==> config.mk <==
export PLATFORM = sky130hd
export DESIGN_NAME = clock_synth_divider_planner
export DESIGN_NICKNAME = d
export VERILOG_FILES = /design/src/rtl/csdp_pkg.sv /design/src/rtl/csdp_divider.sv /design/src/rtl/clock_synth_divider_planner.sv
export SDC_FILE = /design/constraint.sdc
export NUM_CORES = 2
export LEC_CHECK = 0
export BUFFER_PORTS_ARGS = -buffer_cell sky130_fd_sc_hd__buf_2
export CORE_MARGIN = 8
export CORE_UTILIZATION = 40
export CTS_BUF_LIST = sky130_fd_sc_hd__clkbuf_16
export DETAILED_ROUTE_END_ITERATION = 16
export HOLD_SLACK_MARGIN = 0.08
export PLACE_DENSITY = 0.59
export SYNTH_ARGS = -nofsm -noshare
export SYNTH_HDL_FRONTEND = slang
export SYNTH_SLANG_ARGS = --single-unit
==> constraint.sdc <==
create_clock -name aclk -period 16.3 [get_ports aclk]
set_input_delay 1.63 -clock aclk [delete_from_list [all_inputs] [get_ports aclk]]
set_output_delay 1.63 -clock aclk [all_outputs]
set_load 0.01 [all_outputs]
==> src/rtl/csdp_pkg.sv <==
// shared types and constants for the clock synthesizer divider planner
// no dependencies; imported by every module of the block
`default_nettype none
package csdp_pkg;

    localparam int DIV_W     = 48;
    localparam int DIVISOR_W = 32;
    localparam int CNT_W     = 6;

    localparam logic [29:0] VCO_MIN_HZ    = 30'd600000000;
    localparam logic [32:0] VCO_MAX_HZ    = 33'd900000000;
    localparam logic [19:0] FRAC_DEN      = 20'd1000000;
    localparam logic [25:0] CRYSTAL_RESET = 26'd25000000;
    localparam logic [17:0] P1_OFFSET     = 18'd512;
    localparam logic [7:0]  CTRL_BASE     = 8'h40 | 8'h0C | 8'h03;
    localparam logic [7:0]  MASK_RESET    = 8'hFF;
    localparam logic [29:0] MIN_DIVIDER   = 30'd6;

    typedef struct packed {
        logic                 start;
        logic [CNT_W-1:0]     nbits;
        logic [DIV_W-1:0]     dividend;
        logic [DIVISOR_W-1:0] divisor;
    } div_req_t;

    typedef struct packed {
        logic                 done;
        logic [DIV_W-1:0]     quotient;
        logic [DIVISOR_W-1:0] remainder;
    } div_rsp_t;

endpackage
`default_nettype wire

==> src/rtl/csdp_divider.sv <==
// shared restoring divider, one quotient bit per cycle
// depends on csdp_pkg; dividend arrives left aligned to its top nbits
`default_nettype none
module csdp_divider (
    input  wire logic              aclk,
    input  wire logic              aresetn,
    input  wire csdp_pkg::div_req_t req,
    output csdp_pkg::div_rsp_t     rsp
);
    import csdp_pkg::*;

    logic                 busy_reg, busy_next;
    logic                 done_reg, done_next;
    logic [CNT_W-1:0]     cnt_reg, cnt_next;
    logic [DIV_W-1:0]     quo_reg, quo_next;
    logic [DIVISOR_W-1:0] rem_reg, rem_next;
    logic [DIVISOR_W-1:0] dvs_reg, dvs_next;
    logic [DIVISOR_W:0]   shifted;
    logic [DIVISOR_W:0]   diff;
    logic                 fits;

    assign shifted = {rem_reg, quo_reg[DIV_W-1]};
    assign diff    = shifted - {1'b0, dvs_reg};
    assign fits    = shifted >= {1'b0, dvs_reg};

    always_comb begin
        busy_next = busy_reg;
        done_next = 1'b0;
        cnt_next  = cnt_reg;
        quo_next  = quo_reg;
        rem_next  = rem_reg;
        dvs_next  = dvs_reg;
        if (req.start && !busy_reg) begin
            busy_next = 1'b1;
            cnt_next  = req.nbits;
            quo_next  = req.dividend;
            rem_next  = '0;
            dvs_next  = req.divisor;
        end else if (busy_reg) begin
            quo_next = {quo_reg[DIV_W-2:0], fits};
            rem_next = fits ? diff[DIVISOR_W-1:0] : shifted[DIVISOR_W-1:0];
            cnt_next = cnt_reg - CNT_W'(1);
            if (cnt_reg == CNT_W'(1)) begin
                busy_next = 1'b0;
                done_next = 1'b1;
            end
        end
    end

    always_ff @(posedge aclk) begin
        if (!aresetn) begin
            busy_reg <= 1'b0;
            done_reg <= 1'b0;
            cnt_reg  <= '0;
        end else begin
            busy_reg <= busy_next;
            done_reg <= done_next;
            cnt_reg  <= cnt_next;
        end
        quo_reg <= quo_next;
        rem_reg <= rem_next;
        dvs_reg <= dvs_next;
    end

    assign rsp.done      = done_reg;
    assign rsp.quotient  = quo_reg;
    assign rsp.remainder = rem_reg;
endmodule
`default_nettype wire

==> src/rtl/clock_synth_divider_planner.sv <==
// clock synthesizer divider planner: top level with sequencer and apb register
// depends on csdp_pkg and csdp_divider
//
// usage:
//   input channel (s_*): one beat per request. action 0 asks for freq_hz on
//   clock 0 or 1; action 1 enables or disables one output in the disable mask.
//   result channel (m_*): exactly one beat per input beat, in order.
//   apb port: one register, crystal_hz at address 0; write it only while idle, the block does not enforce it.
// sequence:
//   enable items and rejected set items: decode, then straight to finish.
//   set items: four passes through the shared bit-serial divider
//   (30 + 33 + 46 + 27 quotient bits) plus one to five multiply/compare
//   steps of the divider search.
// flow:
//   one item at a time; s_ready is high only while the sequencer is idle,
//   so a new item is taken only once the previous one has left the sequencer.
// reset:
//   crystal_hz returns to 25 MHz, all outputs disabled (mask 0xFF), no
//   result pending.
// stall:
//   a finished result waits in the output register until m_ready; a new
//   item may be accepted meanwhile and waits at its end until the slot frees
`default_nettype none
module clock_synth_divider_planner (
    input  wire logic        aclk,
    input  wire logic        aresetn,
    // apb configuration port
    input  wire logic        psel,
    input  wire logic        penable,
    input  wire logic        pwrite,
    input  wire logic [1:0]  paddr,
    input  wire logic [31:0] pwdata,
    output logic [31:0]      prdata,
    output logic             pready,
    // request channel
    input  wire logic        s_valid,
    output logic             s_ready,
    input  wire logic        s_action,
    input  wire logic [2:0]  s_clock_index,
    input  wire logic        s_enable_flag,
    input  wire logic [31:0] s_freq_hz,
    // result channel
    output logic             m_valid,
    input  wire logic        m_ready,
    output logic             m_accepted,
    output logic [17:0]      m_pll_p1,
    output logic [19:0]      m_pll_p2,
    output logic [19:0]      m_pll_p3,
    output logic [17:0]      m_divider_p1,
    output logic [29:0]      m_output_divider,
    output logic [32:0]      m_vco_hz,
    output logic [7:0]       m_control_byte,
    output logic [7:0]       m_disable_mask
);
    import csdp_pkg::*;

    typedef enum logic [3:0] {
        ST_IDLE, ST_DECODE, ST_DIV1_GO, ST_DIV1_WAIT, ST_MUL, ST_CHECK,
        ST_DIV2_GO, ST_DIV2_WAIT, ST_MUL3, ST_DIV3_GO, ST_DIV3_WAIT,
        ST_DIV4_GO, ST_DIV4_WAIT, ST_FINISH
    } state_t;

    state_t state_reg;

    // configuration register
    logic [25:0] crystal_reg;
    logic [25:0] xtal;

    // latched request
    logic        action_reg;
    logic [2:0]  clk_reg;
    logic        en_reg;
    logic [31:0] freq_reg;

    // working values
    logic [29:0] div_reg;       // output divider under search
    logic        down_reg;      // still in the step-down phase
    logic [45:0] prod_reg;      // shared multiplier result
    logic [32:0] vco_reg;
    logic [10:0] a_reg;         // only low bits reach the 18-bit p1
    logic [25:0] rem_reg;
    logic [19:0] b_reg;
    logic [6:0]  t_reg;
    logic [7:0]  mask_reg;

    // result register
    logic        m_valid_reg;
    logic        acc_out_reg;
    logic [17:0] p1_out_reg;
    logic [19:0] p2_out_reg;
    logic [19:0] p3_out_reg;
    logic [17:0] mp1_out_reg;
    logic [29:0] d_out_reg;
    logic [32:0] vco_out_reg;
    logic [7:0]  ctrl_out_reg;

    div_req_t div_req;
    div_rsp_t div_rsp;

    logic [31:0] mul_a;
    logic [29:0] mul_b;
    logic [61:0] mul_full;
    logic [29:0] q1;
    logic [29:0] d_start;
    logic        reject;
    logic        plan_ok;
    logic [7:0]  sel_bit;
    logic [17:0] p1_calc;
    logic [26:0] p2_wide;
    logic [17:0] mp1_calc;
    logic [7:0]  ctrl_calc;
    logic        out_free;

    assign xtal     = (crystal_reg == '0) ? 26'd1 : crystal_reg;
    assign pready   = 1'b1;
    assign prdata   = {6'b0, crystal_reg};
    assign s_ready  = (state_reg == ST_IDLE);
    assign out_free = !m_valid_reg || m_ready;

    csdp_divider u_div (
        .aclk    (aclk),
        .aresetn (aresetn),
        .req     (div_req),
        .rsp     (div_rsp)
    );

    // divider operands per pass, dividends left aligned to 48 bits
    always_comb begin
        div_req = '0;
        unique case (state_reg)
            ST_DIV1_GO: begin
                div_req.start    = 1'b1;
                div_req.nbits    = CNT_W'(30);
                div_req.dividend = {VCO_MIN_HZ, 18'b0};
                div_req.divisor  = freq_reg;
            end
            ST_DIV2_GO: begin
                div_req.start    = 1'b1;
                div_req.nbits    = CNT_W'(33);
                div_req.dividend = {vco_reg, 15'b0};
                div_req.divisor  = {6'b0, xtal};
            end
            ST_DIV3_GO: begin
                div_req.start    = 1'b1;
                div_req.nbits    = CNT_W'(46);
                div_req.dividend = {prod_reg, 2'b0};
                div_req.divisor  = {6'b0, xtal};
            end
            ST_DIV4_GO: begin
                div_req.start    = 1'b1;
                div_req.nbits    = CNT_W'(27);
                div_req.dividend = {b_reg, 7'b0, 21'b0};
                div_req.divisor  = {12'b0, FRAC_DEN};
            end
            default: div_req = '0;
        endcase
    end

    // one shared multiplier: freq * divider in the search, rem * 1e6 later
    always_comb begin
        if (state_reg == ST_MUL3) begin
            mul_a = {6'b0, rem_reg};
            mul_b = {10'b0, FRAC_DEN};
        end else begin
            mul_a = freq_reg;
            mul_b = div_reg;
        end
    end
    assign mul_full = mul_a * mul_b;

    // starting divider: at least 6, rounded up to even
    assign q1      = div_rsp.quotient[29:0];
    assign d_start = (q1 < MIN_DIVIDER) ? MIN_DIVIDER : (q1 + {29'b0, q1[0]});

    assign reject    = (clk_reg > 3'd1) || (freq_reg == '0);
    assign plan_ok   = !action_reg && !reject;
    assign sel_bit   = 8'd1 << clk_reg;
    assign p1_calc   = {a_reg, 7'b0} + {11'b0, t_reg} - P1_OFFSET;
    assign p2_wide   = {b_reg, 7'b0} - 27'(t_reg) * 27'(FRAC_DEN);
    assign mp1_calc  = {div_reg[10:0], 7'b0} - P1_OFFSET;
    assign ctrl_calc = CTRL_BASE | {2'b0, clk_reg[0], 5'b0};

    always_ff @(posedge aclk) begin
        if (!aresetn) begin
            state_reg   <= ST_IDLE;
            crystal_reg <= CRYSTAL_RESET;
            mask_reg    <= MASK_RESET;
            m_valid_reg <= 1'b0;
            down_reg    <= 1'b0;
        end else begin
            if (psel && penable && pwrite && pready && (paddr == 2'd0)) begin
                crystal_reg <= pwdata[25:0];
            end
            // new beat loads as the old one leaves
            if ((state_reg == ST_FINISH) && out_free) begin
                m_valid_reg <= 1'b1;
            end else if (m_valid_reg && m_ready) begin
                m_valid_reg <= 1'b0;
            end
            unique case (state_reg)
                ST_IDLE: begin
                    if (s_valid) begin
                        action_reg <= s_action;
                        clk_reg    <= s_clock_index;
                        en_reg     <= s_enable_flag;
                        freq_reg   <= s_freq_hz;
                        state_reg  <= ST_DECODE;
                    end
                end
                ST_DECODE: begin
                    if (action_reg || reject) begin
                        state_reg <= ST_FINISH;
                    end else begin
                        state_reg <= ST_DIV1_GO;
                    end
                end
                ST_DIV1_GO: state_reg <= ST_DIV1_WAIT;
                ST_DIV1_WAIT: begin
                    if (div_rsp.done) begin
                        div_reg   <= d_start;
                        down_reg  <= 1'b1;
                        state_reg <= ST_MUL;
                    end
                end
                ST_MUL: begin
                    prod_reg  <= mul_full[45:0];
                    state_reg <= ST_CHECK;
                end
                ST_CHECK: begin
                    // step down while above range, then up while below
                    if (down_reg && (prod_reg > {13'b0, VCO_MAX_HZ})
                            && (div_reg >= 30'd2)) begin
                        div_reg   <= div_reg - 30'd2;
                        state_reg <= ST_MUL;
                    end else if (prod_reg < {16'b0, VCO_MIN_HZ}) begin
                        down_reg  <= 1'b0;
                        div_reg   <= div_reg + 30'd2;
                        state_reg <= ST_MUL;
                    end else begin
                        down_reg  <= 1'b0;
                        vco_reg   <= prod_reg[32:0];
                        state_reg <= ST_DIV2_GO;
                    end
                end
                ST_DIV2_GO: state_reg <= ST_DIV2_WAIT;
                ST_DIV2_WAIT: begin
                    if (div_rsp.done) begin
                        a_reg     <= div_rsp.quotient[10:0];
                        rem_reg   <= div_rsp.remainder[25:0];
                        state_reg <= ST_MUL3;
                    end
                end
                ST_MUL3: begin
                    prod_reg  <= mul_full[45:0];
                    state_reg <= ST_DIV3_GO;
                end
                ST_DIV3_GO: state_reg <= ST_DIV3_WAIT;
                ST_DIV3_WAIT: begin
                    if (div_rsp.done) begin
                        b_reg     <= div_rsp.quotient[19:0];
                        state_reg <= ST_DIV4_GO;
                    end
                end
                ST_DIV4_GO: state_reg <= ST_DIV4_WAIT;
                ST_DIV4_WAIT: begin
                    if (div_rsp.done) begin
                        t_reg     <= div_rsp.quotient[6:0];
                        state_reg <= ST_FINISH;
                    end
                end
                ST_FINISH: begin
                    if (out_free) begin
                        state_reg    <= ST_IDLE;
                        acc_out_reg  <= action_reg || !reject;
                        p1_out_reg   <= plan_ok ? p1_calc : '0;
                        p2_out_reg   <= plan_ok ? p2_wide[19:0] : '0;
                        p3_out_reg   <= plan_ok ? FRAC_DEN : '0;
                        mp1_out_reg  <= plan_ok ? mp1_calc : '0;
                        d_out_reg    <= plan_ok ? div_reg : '0;
                        vco_out_reg  <= plan_ok ? vco_reg : '0;
                        ctrl_out_reg <= plan_ok ? ctrl_calc : '0;
                        if (action_reg) begin
                            mask_reg <= en_reg ? (mask_reg & ~sel_bit)
                                               : (mask_reg | sel_bit);
                        end else if (!reject) begin
                            mask_reg <= mask_reg & ~sel_bit;
                        end
                    end
                end
                default: state_reg <= ST_IDLE;
            endcase
        end
    end

    assign m_valid          = m_valid_reg;
    assign m_accepted       = acc_out_reg;
    assign m_pll_p1         = p1_out_reg;
    assign m_pll_p2         = p2_out_reg;
    assign m_pll_p3         = p3_out_reg;
    assign m_divider_p1     = mp1_out_reg;
    assign m_output_divider = d_out_reg;
    assign m_vco_hz         = vco_out_reg;
    assign m_control_byte   = ctrl_out_reg;
    assign m_disable_mask   = mask_reg;
endmodule
`default_nettype wire

[Word level (Yosys, flattened, before mapping)]
Cells that the tools add are included.
Storage, ports and cells
  register bits after elaboration: 518
  bits of input ports: 78
  output and inout port bits: 191
  logic and storage cells: 154
Cells by class
  add/subtract/negate cells: 9
  multiply operators: 2
  magnitude comparators: 6
  equal/unequal tests: 23
  shifts and indexed selects: 1
  multiplexer cells: 38
  bitwise operators: 7
  reduce and logical (&&, ||, !) cells: 37
Operator list (count)
  87-bit case mux with 4 select lines: 1
  30-bit 2-to-1 mux: 5
  48-bit 2-to-1 mux: 2
  32-bit 2-to-1 mux: 2
  30-bit case mux with 2 select lines: 1
  4-bit case mux with 14 select lines: 1
  46-bit by 30-bit greater-than comparator with 1-bit output (second input constant): 1
  46-bit by 30-bit less-than comparator with 1-bit output (second input constant): 1
  32-bit by 30-bit multiplier with 46-bit output: 1
  18-bit by 10-bit subtractor with 18-bit output (second input constant): 2
  33-bit by 32-bit >= comparator with 1-bit output: 1
  32-bit logical NOT: 1
  32-bit subtractor: 1
  30-bit by 1-bit adder with 30-bit output: 1
  30-bit by 2-bit adder with 30-bit output (second input constant): 1
  30-bit by 2-bit >= comparator with 1-bit output (second input constant): 1
  30-bit by 3-bit less-than comparator with 1-bit output (second input constant): 1
  30-bit by 2-bit subtractor with 30-bit output (second input constant): 1
  4-bit 2-to-1 mux: 7
  26-bit logical NOT: 1
  26-bit 2-to-1 mux: 1
  4-bit == test (second input constant): 6
  8-bit 2-to-1 mux: 3
  3-bit AND reduction: 7
  34 further kinds: 73

[Logic depth before layout (Yosys ltp)]
  depth in word-level cells: 5
  depth in mapped cells: 33
  gate-level depth less buffers: 31

[Hierarchy]
A second synthesis with hierarchy kept.
Second synthesis, totals
  cells, all modules: 4939
  area, all modules: 49044.5 µm²
By module, submodules not included
  clock_synth_divider_planner: instances 1, cells each 4317, area an instance 42384.4 µm²
  csdp_divider: instances 1, cells each 622, area an instance 6660.1 µm²

[Least setup slack after synthesis]
Ideal clock, no wire load.
  path kind: reg2reg
  from: register state_reg[1]
  to: register prod_reg[43] (data pin)
  data arrival time: 8429 ps
  required time: 16042 ps
  setup slack: 7613 ps
  cell stages (with the launch flop): 31
  clock period less this slack: 8687 ps
  path through: dfxtp_1 -> clkbuf_1 -> nand2b_1 -> nor3_1 -> clkbuf_1 -> buf_1 -> a21o_1 -> nand2_1 -> fa_1 -> inv_1 -> fa_1 -> fa_1 -> inv_1 -> fa_1 -> inv_1 -> fa_1 -> inv_1 -> fa_1 -> inv_1 -> fa_1 -> fa_1 -> ha_1 -> o21ai_0 -> a211oi_1 -> nand2b_1 -> o21ai_0 -> a21oi_1 -> o311ai_0 -> a41o_1 -> a21oi_1 -> xnor2_1
On the way
  longest elaborated chain between the ends: 3
  elaborated cells between the ends (all ways): 4
  those cells by class: mul (1); eq/ne (1); mux (2)
RTL lines
  start: declaration: RTL line clock_synth_divider_planner.sv:63  | state_t state_reg;
  start signal: assignment: RTL line clock_synth_divider_planner.sv:185  | state_reg <= ST_IDLE;
  start signal: assignment: RTL line clock_synth_divider_planner.sv:207  | state_reg <= ST_DECODE;
  start signal: assignment: RTL line clock_synth_divider_planner.sv:212  | state_reg <= ST_FINISH;
  4-bit == test (*): RTL line clock_synth_divider_planner.sv:161  | if (state_reg == ST_MUL3) begin
  32-bit 2-to-1 mux or 30-bit 2-to-1 mux (tied branches): RTL line clock_synth_divider_planner.sv:161
  32-bit by 30-bit multiplier with 46-bit output (*): RTL line clock_synth_divider_planner.sv:169  | assign mul_full = mul_a * mul_b;
  via mul_full[43]: RTL line clock_synth_divider_planner.sv:102  | logic [61:0] mul_full;
  end signal: assignment: RTL line clock_synth_divider_planner.sv:226  | prod_reg <= mul_full[45:0];
  end signal: assignment: RTL line clock_synth_divider_planner.sv:254  | prod_reg <= mul_full[45:0];
  end: declaration: RTL line clock_synth_divider_planner.sv:78  | logic [45:0] prod_reg;
Mark *: on every way through the listed nets, which the timed path passes. The rest lies on a longest branch.
A chain may end at the register's enable or synchronous reset.

[Worst setup path after layout]
  from: register state_reg[2]
  to: register prod_reg[43] (data pin)
Same word-level chain as after synthesis.

==> impl_metrics.ini <==
[timing]
tightestPinTransition_ns = 1.23
finalHoldViolations = 0
setup_viol = 0
slew_headroom_pct = 16.8
fmax_mhz = 83.9
clock_skew_ns = 0.0361
drv_slew = 0
setup_tns_ns = 0
rsz0062_at_grt = no
finalCritPeriodShare_pct = 73.1
period_minus_slack_ns = 11.91

[finish]
finalNetCount = 6087
drive_gt1_share_pct = 9.04
fillers = 11900
area_delta_synth_final_pct = 8.81
fin_util_pct = 43.7
largest_reg_flops = 48

[setup_path]
crit_fanout = 75
cp_slowest_cell = o311ai_0
worst_path_largest_cell_delay_ns = 1.14
cp.required_ns = 16.59
end_kind = flop
cpMostUsedCell = fa_1
path_buf_inv = 6
cp_top_family = adder cells
cp-start-kind = flop
timing.critical_path.arrival_ns = 12.20
path_class = flop to flop

[floorplanning]
die_x_um = 365
die_area_um2 = 133000
io_pins = 269
rows = 128
initial_core_util_pct = 40.1
core_um2 = 121000
chipHeight_um = 365

[routing]
drc_errors = 0
firstDrtPassIters = 6
first_iter_violations = 3972
vias = 37400
antenna_left = 0
detail_route.vias_per_cell = 5.56
wl_per_cell_um = 24.1
detail_route.wirelength_um = 162000

[logic_synthesis]
netlist_instances = 4986
netlist_area_um2 = 48700
ys_types = 78
netlist_top_cells_count = inv_1, fa_1, nand2_1
async_flop_share_pct = 0
synth_top_area_share_pct = 28.5
ys.warnings.count = 0
synth-seq-cells = 471
synth_top_cell_by_area = fa_1
yosys_most_used_dff = edfxtp_1
synth_edf_count = 391
synth.most_common_cell = inv_1
synth_area_leaders = fa_1, edfxtp_1, ha_1, inv_1, and3_1
syn_area_per_cell_um2 = 9.77
synth-seq-area-share_pct = 27.4

[cts]
cts.clk_slew.worst_paths_ns = 0.07
clk_latency_ns = 0.65
cts_tree = yes
ctsResizeCount = 0
clock_path_buffers = 3
htreeDepth = 2
clock-sinks = 471
cts_buffers = 49
cts_setup_buffers = 0
clock-root-buffer = clkbuf_16
cts_hold_buf = 0

[global_routing]
grt_pass1_vias = 37100
grt_usage_pct = 23.7
grt_max_degree = 205
grt_pass1_wl_um = 238000
antenna_found_initial = 16
grt_overflow_total = 0

[job]
drv_cap = 0

[placement]
gp_congestion = 0.937
dp_hpwl_um = 119000
io_buffers = 224

[min_path]
hold_path_class = flop to flop

[outcome]
status = complete, no violations
[kinds of logic after synthesis]
logic type	count (synthesis)	share of synthesized area (%)
and+or+nand+nor	1648	16.8
buffers and inverters	1184	9.59
adders and majority gates	960	35.3
AOI/OAI and AO/OA	500	6.79
DFF	471	27.4
xor gates and xnor gates	186	3.34
muxes	35	0.729
other	2	0.0154
[metal layers]
layer / global-route usage [%] / vias to the layer above / wire [um]
met5: 0 / - / 0
met4: 9.44 / 0 / 7480
met3: 4.16 / 399 / 15600
met2: 38.0 / 1913 / 73900
met1: 32.0 / 18800 / 64800
li1: - / 16200 / -
[per-stage QoR]
step / hold slack (ns) / setup slack [ns] / area, um2 / std cells
finish: 0.489 / 4.39 / 53000 / 6721
global route: 0.523 / 3.99 / 53000 / 6713
floorplan: 0.443 / 7.61 / 48900 / 5022
global placement: 0.460 / 4.94 / 51400 / 6623
detailed placement: 0.477 / 4.75 / 51400 / 6623
CTS: 0.497 / 4.67 / 53000 / 6713
[worst register-to-register path: cells and delay by family, from the launching register on]
kind | cells | cell delay, ns
DFF | 1 | 0.81
adders and majority gates | 9 | 4.38
xor gates and xnor gates | 1 | 0.73
and+or+nand+nor | 5 | 1.57
buffers and inverters | 6 | 1.15
AOI/OAI and AO/OA | 8 | 2.93
[final cells by class]
cell class | count | area [um2] | area share (%)
antenna | 8 | 20.0 | 0.0378
clock buffer | 51 | 1280 | 2.41
clock inverter | 39 | 359 | 0.677
inverter | 827 | 3100 | 5.86
multi-input combinational | 3367 | 30900 | 58.3
sequential | 471 | 13300 | 25.2
tap | 1625 | 2030 | 3.84
timing repair buffer | 333 | 1950 | 3.68
[final timing paths]
check / from / to / slack (ns) / cells after the start
max reg2reg: state_reg[2] / prod_reg[43] / 4.39 / 29
min reg2reg: flop / flop / 0.49 / 2
max: state_reg[2] / prod_reg[43] / 4.39 / 29
min: flop / flop / 0.49 / 2
[cell usage in the layout (no fill, tap or decap), types with 23 or more instances in the layout]
cell type	synthesis	routed
a31oi_1	37	37
nor3_1	38	33
inv_1	824	833
buf_2	4	224
o21ai_0	75	74
fa_1	693	693
buf_4	51	108
a21o_1	46	46
and3_1	396	395
a22oi_1	23	23
conb_1	2	38
clkbuf_16	0	51
edfxtp_1	391	391
nand2b_1	27	26
a22o_1	23	23
nor2_1	305	300
and2_1	110	109
nor4_1	39	36
ha_1	267	267
a21oi_1	134	133
o22ai_1	26	26
nand2_1	504	503
nand3_1	102	102
dfxtp_1	80	80
nand4_1	32	32
mux2i_1	31	31
xnor2_1	121	121
xor2_1	65	65
Power is not shown: default switching activity piles up to over one toggle a cycle in this logic, so the estimate is an artifact.
